$ cat config.mk
export PLATFORM = sky130hd
export DESIGN_NAME = user_id_field_splitter_flat
export DESIGN_NICKNAME = d
export VERILOG_FILES = /design/src/rtl/core/uidfs_pkg.sv /design/src/rtl/core/uidfs_ifs.sv /design/src/rtl/core/uidfs_parse.sv /design/src/rtl/core/user_id_field_splitter.sv /design/src/flat_wrapper.sv
export VERILOG_INCLUDE_DIRS = /design/src /design/src/rtl/core
export SDC_FILE = /design/constraint.sdc
export NUM_CORES = 1
export LEC_CHECK = 0
export BUFFER_PORTS_ARGS = -buffer_cell sky130_fd_sc_hd__buf_4
export CAP_MARGIN = 20
export CORE_MARGIN = 2
export CORE_UTILIZATION = 45
export CTS_CLUSTER_DIAMETER = 50
export DETAILED_ROUTE_END_ITERATION = 10
export SYNTH_ARGS = -nofsm -noshare
export SYNTH_HDL_FRONTEND = slang
export SYNTH_SLANG_ARGS = --single-unit
$ cat constraint.sdc
create_clock -name clock -period 5.75 [get_ports clock]
set_clock_uncertainty 0.1 [all_clocks]
set_input_delay 1.15 -clock clock [delete_from_list [all_inputs] [get_ports clock]]
set_output_delay 1.15 -clock clock [all_outputs]
set_load 0.1 [all_outputs]
$ cat src/rtl/core/user_id_field_splitter_defines.svh
// Assertion macros used by the parser RTL of the user-ID field splitter.
// Expects signals named clock and reset in the including module.
`ifndef USER_ID_FIELD_SPLITTER_DEFINES_SVH
`define USER_ID_FIELD_SPLITTER_DEFINES_SVH

// Same-cycle implication, disabled during reset
`define UIDFS_ASSERT_NOW(label, ante, cons) \
   label: assert property (@(posedge clock) disable iff (reset) (ante) |-> (cons)) \
      else $error("uidfs same-cycle check failed");

// Next-cycle implication, disabled during reset
`define UIDFS_ASSERT_NEXT(label, ante, cons) \
   label: assert property (@(posedge clock) disable iff (reset) (ante) |=> (cons)) \
      else $error("uidfs next-cycle check failed");

`endif

$ cat src/rtl/core/uidfs_pkg.sv
// Shared types and constants of the user-ID field splitter.
// No dependencies; used by the interfaces, the parser and the top level.
package uidfs_pkg;

   // Longest string content that is parsed
   localparam int MAX_LEN = 256;
   localparam int POS_W   = $clog2(MAX_LEN + 1);   // byte counter, holds MAX_LEN
   localparam int SPOS_W  = $clog2(MAX_LEN);       // position of a parsed byte
   localparam int LEN_W   = POS_W;                 // span length, up to MAX_LEN
   localparam int DEPTH_W = POS_W;                 // nesting depth

   // Field slots
   localparam int NUM_FIELDS  = 3;
   localparam int FLD_NAME    = 0;
   localparam int FLD_EMAIL   = 1;
   localparam int FLD_COMMENT = 2;

   // Character codes
   localparam logic [7:0] CH_NUL      = 8'h00;
   localparam logic [7:0] CH_TAB      = 8'h09;
   localparam logic [7:0] CH_BLANK_HI = 8'h0D;
   localparam logic [7:0] CH_SPACE    = 8'h20;
   localparam logic [7:0] CH_LT       = 8'h3C;
   localparam logic [7:0] CH_GT       = 8'h3E;
   localparam logic [7:0] CH_LPAREN   = 8'h28;
   localparam logic [7:0] CH_RPAREN   = 8'h29;

   // One parse step handed to the parser
   typedef struct packed {
      logic       adv;
      logic [7:0] char_byte;
      logic       last_byte;
   } uidfs_step_type;

   // One result item
   typedef struct packed {
      logic [SPOS_W-1:0] name_start;
      logic [LEN_W-1:0]  name_len;
      logic [SPOS_W-1:0] email_start;
      logic [LEN_W-1:0]  email_len;
      logic [SPOS_W-1:0] comment_start;
      logic [LEN_W-1:0]  comment_len;
      logic              too_long;
   } uidfs_result_type;

endpackage

$ cat src/rtl/core/uidfs_ifs.sv
// Valid/ready channel interfaces of the user-ID field splitter.
// Depends on uidfs_pkg for field widths.
interface uidfs_req_if import uidfs_pkg::*; ();
   logic       valid;
   logic       ready;
   logic [7:0] char_byte;
   logic       last_byte;

   modport source (output valid, output char_byte, output last_byte, input ready);
   modport sink   (input valid, input char_byte, input last_byte, output ready);
endinterface

interface uidfs_rsp_if import uidfs_pkg::*; ();
   logic              valid;
   logic              ready;
   logic [SPOS_W-1:0] name_start;
   logic [LEN_W-1:0]  name_len;
   logic [SPOS_W-1:0] email_start;
   logic [LEN_W-1:0]  email_len;
   logic [SPOS_W-1:0] comment_start;
   logic [LEN_W-1:0]  comment_len;
   logic              too_long;

   modport source (output valid, output name_start, output name_len, output email_start,
                   output email_len, output comment_start, output comment_len,
                   output too_long, input ready);
   modport sink   (input valid, input name_start, input name_len, input email_start,
                   input email_len, input comment_start, input comment_len,
                   input too_long, output ready);
endinterface

$ cat src/rtl/core/uidfs_parse.sv
// Parser state and per-byte update of the user-ID field splitter.
// Depends on uidfs_pkg and user_id_field_splitter_defines.svh.
`include "user_id_field_splitter_defines.svh"

module uidfs_parse import uidfs_pkg::*; (
   input  logic             clock,
   input  logic             reset,
   input  uidfs_step_type   step,
   output uidfs_result_type result
);

   logic [POS_W-1:0]   byte_pos_ff,   byte_pos_in;
   logic               inside_ff,     inside_in;
   logic [DEPTH_W-1:0] angle_depth_ff, angle_depth_in;
   logic [DEPTH_W-1:0] paren_depth_ff, paren_depth_in;
   logic [SPOS_W-1:0]  first_ff,      first_in;
   logic [SPOS_W-1:0]  last_ff,       last_in;
   logic               has_ff,        has_in;
   logic               ended_ff,      ended_in;
   logic               ovf_ff,        ovf_in;
   logic [NUM_FIELDS-1:0] cap_ff,     cap_in;
   logic [SPOS_W-1:0]  start_ff [NUM_FIELDS];
   logic [SPOS_W-1:0]  start_in [NUM_FIELDS];
   logic [LEN_W-1:0]   len_ff   [NUM_FIELDS];
   logic [LEN_W-1:0]   len_in   [NUM_FIELDS];

   // Trimmed span of the current segment
   logic [SPOS_W-1:0] seg_start;
   logic [LEN_W-1:0]  seg_len;

   assign seg_start = has_ff ? first_ff : '0;
   assign seg_len   = has_ff ? (LEN_W'(last_ff) - LEN_W'(first_ff) + LEN_W'(1)) : '0;

   // Per-byte update
   always_comb begin
      logic [7:0]        c;
      logic [SPOS_W-1:0] pos;
      logic              restart;
      logic              blank;
      c       = step.char_byte;
      pos     = byte_pos_ff[SPOS_W-1:0];
      restart = 1'b0;
      blank   = (c == CH_SPACE) || (c >= CH_TAB && c <= CH_BLANK_HI);

      byte_pos_in    = byte_pos_ff;
      inside_in      = inside_ff;
      angle_depth_in = angle_depth_ff;
      paren_depth_in = paren_depth_ff;
      first_in       = first_ff;
      last_in        = last_ff;
      has_in         = has_ff;
      ended_in       = ended_ff;
      ovf_in         = ovf_ff;
      cap_in         = cap_ff;
      start_in       = start_ff;
      len_in         = len_ff;

      if (step.adv && !ended_ff) begin
         if (c == CH_NUL) begin
            ended_in = 1'b1;
         end else if (byte_pos_ff >= POS_W'(MAX_LEN)) begin
            ovf_in = 1'b1;
         end else begin
            priority if (angle_depth_ff != '0) begin
               if (c == CH_LT) begin
                  angle_depth_in = angle_depth_ff + DEPTH_W'(1);
               end else if (c == CH_GT) begin
                  angle_depth_in = angle_depth_ff - DEPTH_W'(1);
                  if (angle_depth_ff == DEPTH_W'(1) && !cap_ff[FLD_EMAIL]) begin
                     cap_in[FLD_EMAIL]   = 1'b1;
                     start_in[FLD_EMAIL] = seg_start;
                     len_in[FLD_EMAIL]   = seg_len;
                     restart             = 1'b1;
                  end
               end
            end else if (paren_depth_ff != '0) begin
               if (c == CH_LPAREN) begin
                  paren_depth_in = paren_depth_ff + DEPTH_W'(1);
               end else if (c == CH_RPAREN) begin
                  paren_depth_in = paren_depth_ff - DEPTH_W'(1);
                  if (paren_depth_ff == DEPTH_W'(1) && !cap_ff[FLD_COMMENT]) begin
                     cap_in[FLD_COMMENT]   = 1'b1;
                     start_in[FLD_COMMENT] = seg_start;
                     len_in[FLD_COMMENT]   = seg_len;
                     restart               = 1'b1;
                  end
               end
            end else if (c == CH_LT || c == CH_LPAREN) begin
               // a pending name ends here; '<' outside a name restarts the segment
               if (inside_ff) begin
                  if (!cap_ff[FLD_NAME]) begin
                     cap_in[FLD_NAME]   = 1'b1;
                     start_in[FLD_NAME] = seg_start;
                     len_in[FLD_NAME]   = seg_len;
                     restart            = 1'b1;
                  end
               end else if (c == CH_LT) begin
                  restart = 1'b1;
               end
               inside_in = 1'b0;
               if (c == CH_LT) begin
                  angle_depth_in = DEPTH_W'(1);
               end else begin
                  paren_depth_in = DEPTH_W'(1);
               end
            end else begin
               if (!inside_ff && c != CH_SPACE && c != CH_TAB) begin
                  inside_in = 1'b1;
               end
            end

            // segment trim tracking
            if (restart) begin
               has_in = 1'b0;
            end else if (!blank) begin
               if (!has_ff) begin
                  first_in = pos;
               end
               last_in = pos;
               has_in  = 1'b1;
            end
            byte_pos_in = byte_pos_ff + POS_W'(1);
         end
      end

      // Result from the post-byte state, with a pending name closed out
      result.too_long      = ovf_in;
      result.email_start   = start_in[FLD_EMAIL];
      result.email_len     = len_in[FLD_EMAIL];
      result.comment_start = start_in[FLD_COMMENT];
      result.comment_len   = len_in[FLD_COMMENT];
      result.name_start    = start_in[FLD_NAME];
      result.name_len      = len_in[FLD_NAME];
      if (inside_in && !cap_in[FLD_NAME]) begin
         result.name_start = has_in ? first_in : '0;
         result.name_len   = has_in ? (LEN_W'(last_in) - LEN_W'(first_in) + LEN_W'(1)) : '0;
      end

      // end of string: back to the idle state
      if (step.adv && step.last_byte) begin
         byte_pos_in    = '0;
         inside_in      = 1'b0;
         angle_depth_in = '0;
         paren_depth_in = '0;
         first_in       = '0;
         last_in        = '0;
         has_in         = 1'b0;
         ended_in       = 1'b0;
         ovf_in         = 1'b0;
         cap_in         = '0;
         for (int k = 0; k < NUM_FIELDS; k++) begin
            start_in[k] = '0;
            len_in[k]   = '0;
         end
      end
   end

   always_ff @(posedge clock) begin
      if (reset) begin
         byte_pos_ff    <= '0;
         inside_ff      <= 1'b0;
         angle_depth_ff <= '0;
         paren_depth_ff <= '0;
         first_ff       <= '0;
         last_ff        <= '0;
         has_ff         <= 1'b0;
         ended_ff       <= 1'b0;
         ovf_ff         <= 1'b0;
         cap_ff         <= '0;
         for (int k = 0; k < NUM_FIELDS; k++) begin
            start_ff[k] <= '0;
            len_ff[k]   <= '0;
         end
      end else begin
         byte_pos_ff    <= byte_pos_in;
         inside_ff      <= inside_in;
         angle_depth_ff <= angle_depth_in;
         paren_depth_ff <= paren_depth_in;
         first_ff       <= first_in;
         last_ff        <= last_in;
         has_ff         <= has_in;
         ended_ff       <= ended_in;
         ovf_ff         <= ovf_in;
         cap_ff         <= cap_in;
         start_ff       <= start_in;
         len_ff         <= len_in;
      end
   end

   `UIDFS_ASSERT_NOW(a_depth_excl, 1'b1, (angle_depth_ff == '0) || (paren_depth_ff == '0))
   `UIDFS_ASSERT_NOW(a_pos_bound, 1'b1, byte_pos_ff <= POS_W'(MAX_LEN))
   `UIDFS_ASSERT_NEXT(a_clear_after_last, step.adv && step.last_byte,
                      (byte_pos_ff == '0) && !ended_ff && (cap_ff == '0) && !ovf_ff)

endmodule

$ cat src/rtl/core/user_id_field_splitter.sv
// Path: an accepted last byte is held in the input register; its result item goes to the result register once free.
// Throughput: one byte item per cycle, save that a last byte waits in the input
// register while a result is stalled, and then req ready drops.
// Reset: synchronous, active high; clears the parser state and both valid flags.
// Top level of the user-ID field splitter; depends on uidfs_pkg, the channel
// interfaces in uidfs_ifs.sv and the parser uidfs_parse.
module user_id_field_splitter import uidfs_pkg::*; (
   input  logic               clock,
   input  logic               reset,
   uidfs_req_if.sink          req_ch,
   uidfs_rsp_if.source        rsp_ch
);

   logic             s1_valid_ff, s1_valid_in;
   logic [7:0]       s1_char_ff;
   logic             s1_last_ff;
   logic             rsp_valid_ff, rsp_valid_in;
   uidfs_result_type rsp_data_ff;
   uidfs_result_type parse_result;
   uidfs_step_type   step;
   logic             out_free;
   logic             s1_adv;
   logic             req_take;

   // Handshake: a non-last byte never waits on the output side
   assign out_free = !rsp_valid_ff || rsp_ch.ready;
   assign s1_adv   = s1_valid_ff && (!s1_last_ff || out_free);
   assign req_ch.ready = !s1_valid_ff || s1_adv;
   assign req_take = req_ch.valid && req_ch.ready;

   assign s1_valid_in  = req_take || (s1_valid_ff && !s1_adv);
   assign rsp_valid_in = (s1_adv && s1_last_ff) || (rsp_valid_ff && !rsp_ch.ready);

   assign step.adv       = s1_adv;
   assign step.char_byte = s1_char_ff;
   assign step.last_byte = s1_last_ff;

   uidfs_parse u_parse (
      .clock  (clock),
      .reset  (reset),
      .step   (step),
      .result (parse_result)
   );

   // Input register
   always_ff @(posedge clock) begin
      if (reset) begin
         s1_valid_ff <= 1'b0;
      end else begin
         s1_valid_ff <= s1_valid_in;
      end
      if (req_take) begin
         s1_char_ff <= req_ch.char_byte;
         s1_last_ff <= req_ch.last_byte;
      end
   end

   // Result register
   always_ff @(posedge clock) begin
      if (reset) begin
         rsp_valid_ff <= 1'b0;
      end else begin
         rsp_valid_ff <= rsp_valid_in;
      end
      if (s1_adv && s1_last_ff) begin
         rsp_data_ff <= parse_result;
      end
   end

   assign rsp_ch.valid         = rsp_valid_ff;
   assign rsp_ch.name_start    = rsp_data_ff.name_start;
   assign rsp_ch.name_len      = rsp_data_ff.name_len;
   assign rsp_ch.email_start   = rsp_data_ff.email_start;
   assign rsp_ch.email_len     = rsp_data_ff.email_len;
   assign rsp_ch.comment_start = rsp_data_ff.comment_start;
   assign rsp_ch.comment_len   = rsp_data_ff.comment_len;
   assign rsp_ch.too_long      = rsp_data_ff.too_long;

endmodule
$ cat src/flat_wrapper.sv
// flat-port wrapper written by rule: the top's interface ports become plain ports
module user_id_field_splitter_flat import uidfs_pkg::*;
  (clock, reset, req_ch_valid, req_ch_char_byte, req_ch_last_byte, req_ch_ready, rsp_ch_valid, rsp_ch_name_start, rsp_ch_name_len, rsp_ch_email_start, rsp_ch_email_len, rsp_ch_comment_start, rsp_ch_comment_len, rsp_ch_too_long, rsp_ch_ready);
  uidfs_req_if req_ch_i ();
  uidfs_rsp_if rsp_ch_i ();
  input  logic clock;
  input  logic reset;
  input wire logic [$bits(req_ch_i.valid)-1:0] req_ch_valid;
  input wire logic [$bits(req_ch_i.char_byte)-1:0] req_ch_char_byte;
  input wire logic [$bits(req_ch_i.last_byte)-1:0] req_ch_last_byte;
  output wire logic [$bits(req_ch_i.ready)-1:0] req_ch_ready;
  output wire logic [$bits(rsp_ch_i.valid)-1:0] rsp_ch_valid;
  output wire logic [$bits(rsp_ch_i.name_start)-1:0] rsp_ch_name_start;
  output wire logic [$bits(rsp_ch_i.name_len)-1:0] rsp_ch_name_len;
  output wire logic [$bits(rsp_ch_i.email_start)-1:0] rsp_ch_email_start;
  output wire logic [$bits(rsp_ch_i.email_len)-1:0] rsp_ch_email_len;
  output wire logic [$bits(rsp_ch_i.comment_start)-1:0] rsp_ch_comment_start;
  output wire logic [$bits(rsp_ch_i.comment_len)-1:0] rsp_ch_comment_len;
  output wire logic [$bits(rsp_ch_i.too_long)-1:0] rsp_ch_too_long;
  input wire logic [$bits(rsp_ch_i.ready)-1:0] rsp_ch_ready;
  assign req_ch_i.valid = req_ch_valid;
  assign req_ch_i.char_byte = req_ch_char_byte;
  assign req_ch_i.last_byte = req_ch_last_byte;
  assign req_ch_ready = req_ch_i.ready;
  assign rsp_ch_valid = rsp_ch_i.valid;
  assign rsp_ch_name_start = rsp_ch_i.name_start;
  assign rsp_ch_name_len = rsp_ch_i.name_len;
  assign rsp_ch_email_start = rsp_ch_i.email_start;
  assign rsp_ch_email_len = rsp_ch_i.email_len;
  assign rsp_ch_comment_start = rsp_ch_i.comment_start;
  assign rsp_ch_comment_len = rsp_ch_i.comment_len;
  assign rsp_ch_too_long = rsp_ch_i.too_long;
  assign rsp_ch_i.ready = rsp_ch_ready;
  user_id_field_splitter u_core (.clock(clock), .reset(reset), .req_ch(req_ch_i), .rsp_ch(rsp_ch_i));
endmodule
# Word-level counts from Yosys, hierarchy flattened
# Cells that the tools add are included.
[word_totals]
register_bits = 164
in_bits = 13
output_inout_bits = 54
elab_cells = 199
[classes]
n_addsub = 9
order_cmp = 3
eq_ne = 12
muxes = 98
bitwise = 5
n_reduce_logical = 43
[ops]
columns = ["op", "n"]
rows = [
  ["9-bit 2-to-1 mux", 27],
  ["8-bit 2-to-1 mux", 27],
  ["27-bit 2-to-1 mux", 3],
  ["24-bit 2-to-1 mux", 3],
  ["9-bit by 1-bit adder with 9-bit output, second input constant", 5],
  ["8-bit by 6-bit equality test with 1-bit output, second input constant", 5],
  ["1-bit 2-to-1 mux", 37],
  ["7-bit AND reduction", 3],
  ["9-bit by 1-bit equality test with 1-bit output, second input constant", 2],
  ["9-bit nonzero test", 2],
  ["8-bit by 8-bit subtractor with 9-bit output", 2],
  ["9-bit by 1-bit subtractor with 9-bit output, second input constant", 2],
  ["17-bit 2-to-1 mux", 1],
  ["1-bit logical AND", 12],
  ["1-bit zero test", 10],
  ["9-bit >= comparator, second input constant", 1],
  ["8-bit by 4-bit >= comparator with 1-bit output, second input constant", 1],
  ["8-bit by 4-bit <= comparator with 1-bit output, second input constant", 1],
  ["8-bit zero test", 1],
  ["8-bit by 4-bit inequality test with 1-bit output, second input constant", 1],
  ["8-bit by 6-bit inequality test with 1-bit output, second input constant", 1],
  ["8-bit AND reduction", 1],
  ["2-bit nonzero test", 4],
  ["1-bit logical OR", 7],
  ["other kinds (7)", 11],
]

# Logic depth before layout (Yosys ltp)
# Gate-level depths: netlist (run 1).
[logic_depth]
ltp_word = 18
mapped_depth = 20
ltp_nobuf = 20

# Cells and area by module
# A second synthesis (run 1) with hierarchy kept.
[unflattened]
cells_unflattened = 827
hier_area_um2 = 7883.8
[modules_own_cells]
columns = ["mod", "instances", "cells_each", "area_each_um2", "seq_area_each_um2"]
rows = [
  ["uidfs_parse", 1, 754, 5948.2, 2021.9],
  ["user_id_field_splitter", 1, 73, 1935.6, 1871.8],
]

# Worst setup path after synthesis (run 1)
# Ideal clock, no wire load.
[synth_timing]
path_kind = "input-to-reg"
startpoint = "input rsp_ch_ready"
endpoint = "register u_core.rsp_data_ff, in the netlist u_core.rsp_ch.name_len[7] (data pin)"
arrival_time_ns = 4.557
required_time_ns = 5.378
slack_ns = 0.820
path_stages = 18
path_buffers = 1
cell_sequence = "nand3b_1 and3_1 clkbuf_1 nand3_1 nor3_2 mux2i_1 inv_1 ha_1 inv_1 ha_1 fa_1 nand2_1 nand2_1 a21o_1 a21o_1 a21oi_1 xor2_1 o22ai_2"
[synth_rtl]
columns = ["item", "line_no", "source"]
rows = [
  ["from (decl)", "flat_wrapper.sv:20", "input wire logic [$bits(rsp_ch_i.ready)-1:0] rsp_ch_ready;"],
  ["to (signal assigned)", "user_id_field_splitter.sv:66", "rsp_data_ff <= parse_result;"],
  ["to (decl)", "user_id_field_splitter.sv:18", "uidfs_result_type rsp_data_ff;"],
]

==> reports/qor.txt, run 1 <==
Reg power frac: 49.3%
critical path endpoint category: flop
layout cells sized above 1: 15.62%
Die Span Y: 133.2 um
sequential area share after synthesis: 51.81%
post-CTS setup buffer count: 0
die area: 17,750 sq um
GRT Total Usage: 19.21%
I/O pin count: 67
Routed WL per cell: 15.45 um
cts repair resizes: 0
Post-Place Setup Slack: 614.1 ps
met2 Usage GRT: 34.08%
cell taking the most area after synthesis: dfxtp_1
slew at the pin closest to its max-slew limit: 965.6 ps
final setup TNS: 0 ps
DIE WIDTH: 133.2 um
Hold Slack: 350.1 ps
FMAX: 206.6 MHz
Num CTS Buffers: 17
Async S/R FF share, synth: 0%
Setup CP Type: flop to flop
CP Max Fanout: 8
syn avg cell area: 9.968 sq um
FP Rows: 47
Final Critical Period: 4841 ps
finished layout cell area: 8817 sq um
drc violations: 0
Switching Fraction: 24.59%
Yosys Warn Count: 0
Nets: 868
number of global-route vias before repair: 5,503
Synth area leaders: dfxtp_1, edfxtp_1, ha_1
worst vdd ir: 0.2084 mV
Hold/Removal Path Class: flop to flop
Sw Pwr: 613.2 uW
grt met1 use: 22.85%
outcome: finished, final reports clean
first-pass GRT wire length: 26,980 um
Yosys cell types: 62
detailed-route via count: 5,508
RSZ-0062 raised after global routing: no
final clock period utilization by the worst path: 84.19%
Yosys top cell area share: 27.43%
Clk pwr share: 44.0%
dpl cell area: 8214 sq um
Internal: 1881 uW
DR pass1 iterations: 5
most frequent cells in the layout: dfxtp_1, nor2_1, nand2_1
Vias/cell: 5.266
CTS tree: yes
Antenna Violating Nets Remaining: 0
Post-synth EDFFs: 61
Pwr per Cell Area: 282.8 nW/um^2
grt ovf: 0
pin count of the biggest net entering global routing: 46
final WL: 16,160 um
Post-Synthesis Cell Area: 7516 sq um
Syn Nets: 809
leading cell type in the layout, fill and taps excluded: dfxtp_1
Leak: 0.003336 uW
endpoints failing setup: 0
crit path DAT: 4900 ps
Hold Buf Count CTS: 0
slack of the critical path: 909.1 ps
GR Util met3: 3.425%
area of the core: 16,470 sq um
Startpoint Class: flop
Synth Instances: 754
final hold vios: 0
Longest Clk Path Bufs: 2
R2R Setup Slk: 910 ps
clk_lat worst skew: 430 ps
hpwl dp: 11,560 um
number of diodes: 0
port bufs: 66
Rel. slew slack: 35.13%
clock root buffer: clkbuf_16
FF+latch count, synth: 164
GRT busiest layer: met2
worst endpoint required time: 5810 ps
combinational group share of total power: 6.6%
MaxCap Viol Count: 0
Placer Congestion: 0.8473
area delta synth->final: 17.31%
initial antenna violation count: 0
htree depth: 4
Slew Viols, Final: 0
fin util: 53.55%
Iteration-0 DRC Markers: 326
Num Clock Sinks: 164
Worst-path clk slew: 60 ps
initial core utilization: 45.65%
Synth Flop Type: dfxtp_1
registers in the layout, summed over array words and instances, names as in the netlist, 9 cells and up:
signal / cells
u_core.u_parse.len_ff: 27
u_core.u_parse.start_ff: 24
u_core.rsp_ch.comment_len: 9
u_core.rsp_ch.email_len: 9
u_core.rsp_ch.name_len: 9
u_core.u_parse.angle_depth_ff: 9
u_core.u_parse.byte_pos_ff: 9
u_core.u_parse.paren_depth_ff: 9
synthesized netlist by cell type (3+ instances only):
cell type	n
o21a_1	3
mux2_1	6
nor4bb_1	3
and3_1	5
nand2b_1	7
mux2i_1	13
inv_1	32
a21o_1	4
nand2_1	77
xor2_1	18
nand4b_1	3
or3_1	10
o21ai_0	32
nor3_1	18
mux2_2	4
o22ai_1	12
and2_1	47
dfxtp_1	103
o22ai_2	7
nand4_1	13
ha_1	40
clkbuf_1	22
nor2_1	86
a21oi_1	39
nand3_1	8
o21ai_1	18
xnor2_1	9
nor4b_1	3
buf_2	11
edfxtp_1	61
worst max-delay path, stage by stage, from the launching register on:
cell and delay (ps):
edfxtp_1 460, or4_4 590, nor3_1 360, nand4_1 220, o2bb2ai_1 360, or2_1 390, mux2_1 370, ha_1 320
fa_1 460, nand2_1 80, nand2_1 50, a21o_1 190, a21o_1 180, a21oi_1 170, xor2_1 190, o22ai_2 100
path summary, 6_finish.rpt:
check	start	endpoint	cells after the start
hold reg to reg	u_core.u_parse.cap_ff[2]	u_core.u_parse.cap_ff[2]	2
hold / removal	u_core.u_parse.cap_ff[2]	u_core.u_parse.cap_ff[2]	2
setup / recovery	u_core.s1_char_ff[2]	u_core.rsp_ch.name_len[7]	15
setup reg to reg	u_core.s1_char_ff[2]	u_core.rsp_ch.name_len[7]	15
power by group through the flow:
stage / clock, uW / combinational [uW] / sequential [uW]
after floorplan: 0 / 62.7 / 1320
after global placement: 0 / 165 / 1260
after detailed placement: 0 / 167 / 1260
after CTS: 1120 / 167 / 1230
after global routing: 1170 / 175 / 1230
final: 1100 / 165 / 1230
cell type report:
class                           instances  area, sq um
Clock inverter                         13        125.1
Timing Repair Buffer                   74        593.1
Sequential cell                       164         3894
Tap cell                              220        275.3
Fill cell                            1448         7649
Multi-Input combinational cell        524         3357
Inverter                               32        120.1
Clock buffer                           19        452.9
kinds of logic (layout without fill, tap and decap cells):
| kind of cell | after synthesis | count (layout) | synth area share (%) |
|---|---|---|---|
| simple gates | 300 | 300 | 20.21 |
| flops | 164 | 164 | 51.81 |
| compound gates | 132 | 132 | 10.84 |
| buf+inv | 66 | 138 | 3.579 |
| fa+ha+maj | 42 | 42 | 7.192 |
| xor+xnor | 27 | 27 | 3.146 |
| mux | 23 | 23 | 3.229 |
metal layers:
metal	part of all wire [%]	up-vias
met2	51	112
met5	0	-
met1	44	2611
met4	2.4	0
li1	-	2758
met3	3.4	27
per-stage QoR:
stage | instances | power (uW)
floorplan | 754 | 1380
global placement | 1012 | 1420
detailed placement | 1013 | 1423
CTS | 1045 | 2522
global route | 1046 | 2576
finish | 1046 | 2494
Note: power is estimated with default switching activity, not from simulation.
==> run 2: changes to the inputs <==
--- a/config.mk
+++ b/config.mk
@@ -12,6 +12,7 @@
 export CORE_UTILIZATION = 45
 export CTS_CLUSTER_DIAMETER = 50
 export DETAILED_ROUTE_END_ITERATION = 10
+export PLACE_DENSITY = 0.65
 export SYNTH_ARGS = -nofsm -noshare
 export SYNTH_HDL_FRONTEND = slang
 export SYNTH_SLANG_ARGS = --single-unit
==> constraint.sdc (replaced) <==
create_clock -name clock -period 4.1 [get_ports clock]
set_clock_uncertainty 0.1 [all_clocks]
set_input_delay 0.82 -clock clock [delete_from_list [all_inputs] [get_ports clock]]
set_output_delay 0.82 -clock clock [all_outputs]
set_load 0.1 [all_outputs]
==> run 2 against run 1 <==
  * Sequential share of layout area fell by 2.2 points
  * Register-to-register slack worse by 900 ps
  * First-iteration DRC count fell by 0.92%
  * Fmax increased by 18%
  * Clock power increased by 41%
  * Cell count grew 4.3%
  * Critical path depth increased by 3
  * Wire length grew 5.5%
  * Combinational power grew 58%
  * Critical path type unchanged
  * Largest cell class unchanged
  * Largest power group unchanged
==> reports/qor.txt, run 2 (same netlist as run 1, synthesis figures left out) <==
Vias/cell: 5.239 (-0.50%)
Worst Hold End: u_core.u_parse.cap_ff[2]
R2R Path End: u_core.rsp_ch.name_len[7]
initial antenna violation count: 0 (unchanged)
CTS tree: yes
initial core utilization: 45.65% (unchanged)
Setup CP Type: flop to flop
worst r2r src: u_core.s1_char_ff[3]
endpoints failing setup: 0 (unchanged)
final hold vios: 0 (unchanged)
M1 wire length: 7766 um (+10%)
Final Critical Period: 4094 ps (-747.2 ps)
hold path startpoint: u_core.u_parse.cap_ff[2]
GRT Total Usage: 20.09% (+0.88 points)
area delta synth->final: 23.34%
final WL: 17,050 um (+5.5%)
placed cell count: 1,052 (+3.8%)
clk_lat worst skew: 430 ps (about the same)
Worst-path clk slew: 70 ps (about the same)
detailed-route via count: 5,716 (+3.8%)
Num CTS Buffers: 17 (unchanged)
Iteration-0 DRC Markers: 323 (-0.92%)
worst reg2reg path depth: 18 (+3)
Die Span Y: 133.2 um (unchanged)
first-pass GRT wire length: 28,420 um (+5.3%)
Nets: 913 (+5.2%)
DIE WIDTH: 133.2 um (unchanged)
DR WL met3: 733 um (+35%)
hpwl dp: 12,390 um (+7.1%)
Top reg by flops: u_core.u_parse.len_ff
post-route insts no fill: 1,091 (+4.3%)
Hold Slack: 372.0 ps (+21.94 ps)
PnR Total Power: 3534 uW (+42%)
grt ovf: 0 (unchanged)
worst vdd ir: 0.3461 mV (+66%)
R2R Setup Slk: 6 ps (-900 ps)
I/O pin count: 67 (unchanged)
pin count of the biggest net entering global routing: 53 (+15%)
Slew Viols, Final: 0 (unchanged)
Reg area: 3894 sq um (unchanged)
Routed WL per cell: 15.63 um (+1.1%)
Leak: 0.003552 uW (+6.5%)
fill cell count: 1,426 (-1.5%)
DR pass1 iterations: 5 (unchanged)
Num Clock Sinks: 164 (unchanged)
FMAX: 244.3 MHz (+18%)
Pwr per Cell Area: 381.2 nW/um^2 (+35%)
dpl cell area: 8568 sq um (+4.3%)
FP Rows: 47 (unchanged)
htree depth: 4 (unchanged)
drc violations: 0 (unchanged)
Hold Buf Count CTS: 0 (unchanged)
Antenna Violating Nets Remaining: 0 (unchanged)
Rel. slew slack: 36.35% (+1.2 points)
number of global-route vias before repair: 5,779 (+5.0%)
hold path depth: 2 (unchanged)
Top Registers: u_core.u_parse.len_ff (27), u_core.u_parse.start_ff (24)
Startpoint Class: flop
worst endpoint required time: 4170 ps (-1640 ps)
met2 wire length: 8368 um (+2.1%)
outcome: finished, final reports clean
area of the core: 16,470 sq um (unchanged)
Top Layer Used: met4
Largest register FFs: 27 (unchanged)
clock root buffer: clkbuf_16
layout cells sized above 1: 22.04% (+6.4 points)
MaxCap Viol Count: 0 (unchanged)
final clock period utilization by the worst path: 99.85% (+16 points)
die area: 17,750 sq um (unchanged)
crit path DAT: 4170 ps (-730 ps)
fin util: 56.30% (+2.8 points)
finished layout cell area: 9270 sq um (+5.1%)
leading cell type in the layout, fill and taps excluded: buf_4
number of diodes: 0 (unchanged)
Longest Clk Path Bufs: 2 (unchanged)
Placer Congestion: 0.8246 (-2.7%)
critical path endpoint category: flop
Multi-input gate area: 3503 sq um (+4.4%)
most frequent cells in the layout: buf_4, dfxtp_1, nor2_1
Hold/Removal Path Class: flop to flop
port bufs: 66 (unchanged)
RSZ-0062 raised after global routing: yes
CP Max Fanout: 6 (-2)
slew at the pin closest to its max-slew limit: 954.8 ps (-10.86 ps)
## run 2: cell types whose count changed in the layout (fill, tap and decap cells not counted), sizes merged
cell    delta
inv        +4
buf       +46
clkinv     -3
clkbuf     -2
## run 2: per-layer routing
layer	vias up	global-route usage, %
met5	-	0
met4	0	5.674
met3	17	4.985
met2	132	34.43
met1	2724	25.35
li1	2843	-
## run 2: final cells by class
class | count | area share [%]
flip-flops and latches | 164 | 42.00
multi-input cells | 524 | 37.79
repair buffers | 119 | 9.772
clock buffers | 18 | 4.630
well taps | 220 | 2.969
clock inverters | 14 | 1.539
inverters | 32 | 1.296
## run 2: repair_timing
item	4_1_cts	5_1_grt
endpoints found under the setup margin	3	4
gates resized for setup	5	8
pin swaps	4	3
buffers inserted	5	2
hold endpoints to repair	0	0
## run 2: through the flow
stage | TNS (ps) | setup WS, ps
2_1_floorplan | 0 | 6.809
3_3_place_gp | 0 | 24.73
3_5_place_dp | -205.1 | -139.5
4_1_cts | 0 | 17.32
5_1_grt | -204.8 | -169.1
6_report | 0 | 6.292
## run 2: worst max-delay path: stages, from the launching register on
cell and delay [ps]:
edfxtp_1 510, nand2b_1 170, o32ai_1 90, o21ai_1 340
nand3_4 160, nor3_4 300, mux2i_2 290, inv_1 70
ha_1 270, inv_1 40, ha_2 200, fa_2 390
nand2_1 70, nand2_1 50, a21o_1 180, a21o_1 180
a21oi_2 150, xor2_1 200, o22ai_2 80
## run 2: worst max path at each step
stage | endpoint | start | depth (start not counted)
4_1_cts | u_core.rsp_ch.name_len[7] | u_core.s1_char_ff[7] | 18
3_5_place_dp | u_core.rsp_ch.name_len[7] | rsp_ch_ready | 18
6_report | u_core.rsp_ch.name_len[7] | u_core.s1_char_ff[3] | 18
5_1_grt | u_core.rsp_ch.name_len[7] | u_core.s1_char_ff[7] | 18
3_3_place_gp | u_core.rsp_ch.name_len[6] | u_core.s1_char_ff[2] | 15
2_1_floorplan | u_core.rsp_ch.name_len[8] | u_core.s1_char_ff[1] | 17
## run 2: where the power goes
part	switching [uW]	internal, uW
sequential	15.1	1710
clock	698	855
combinational	191	68.8
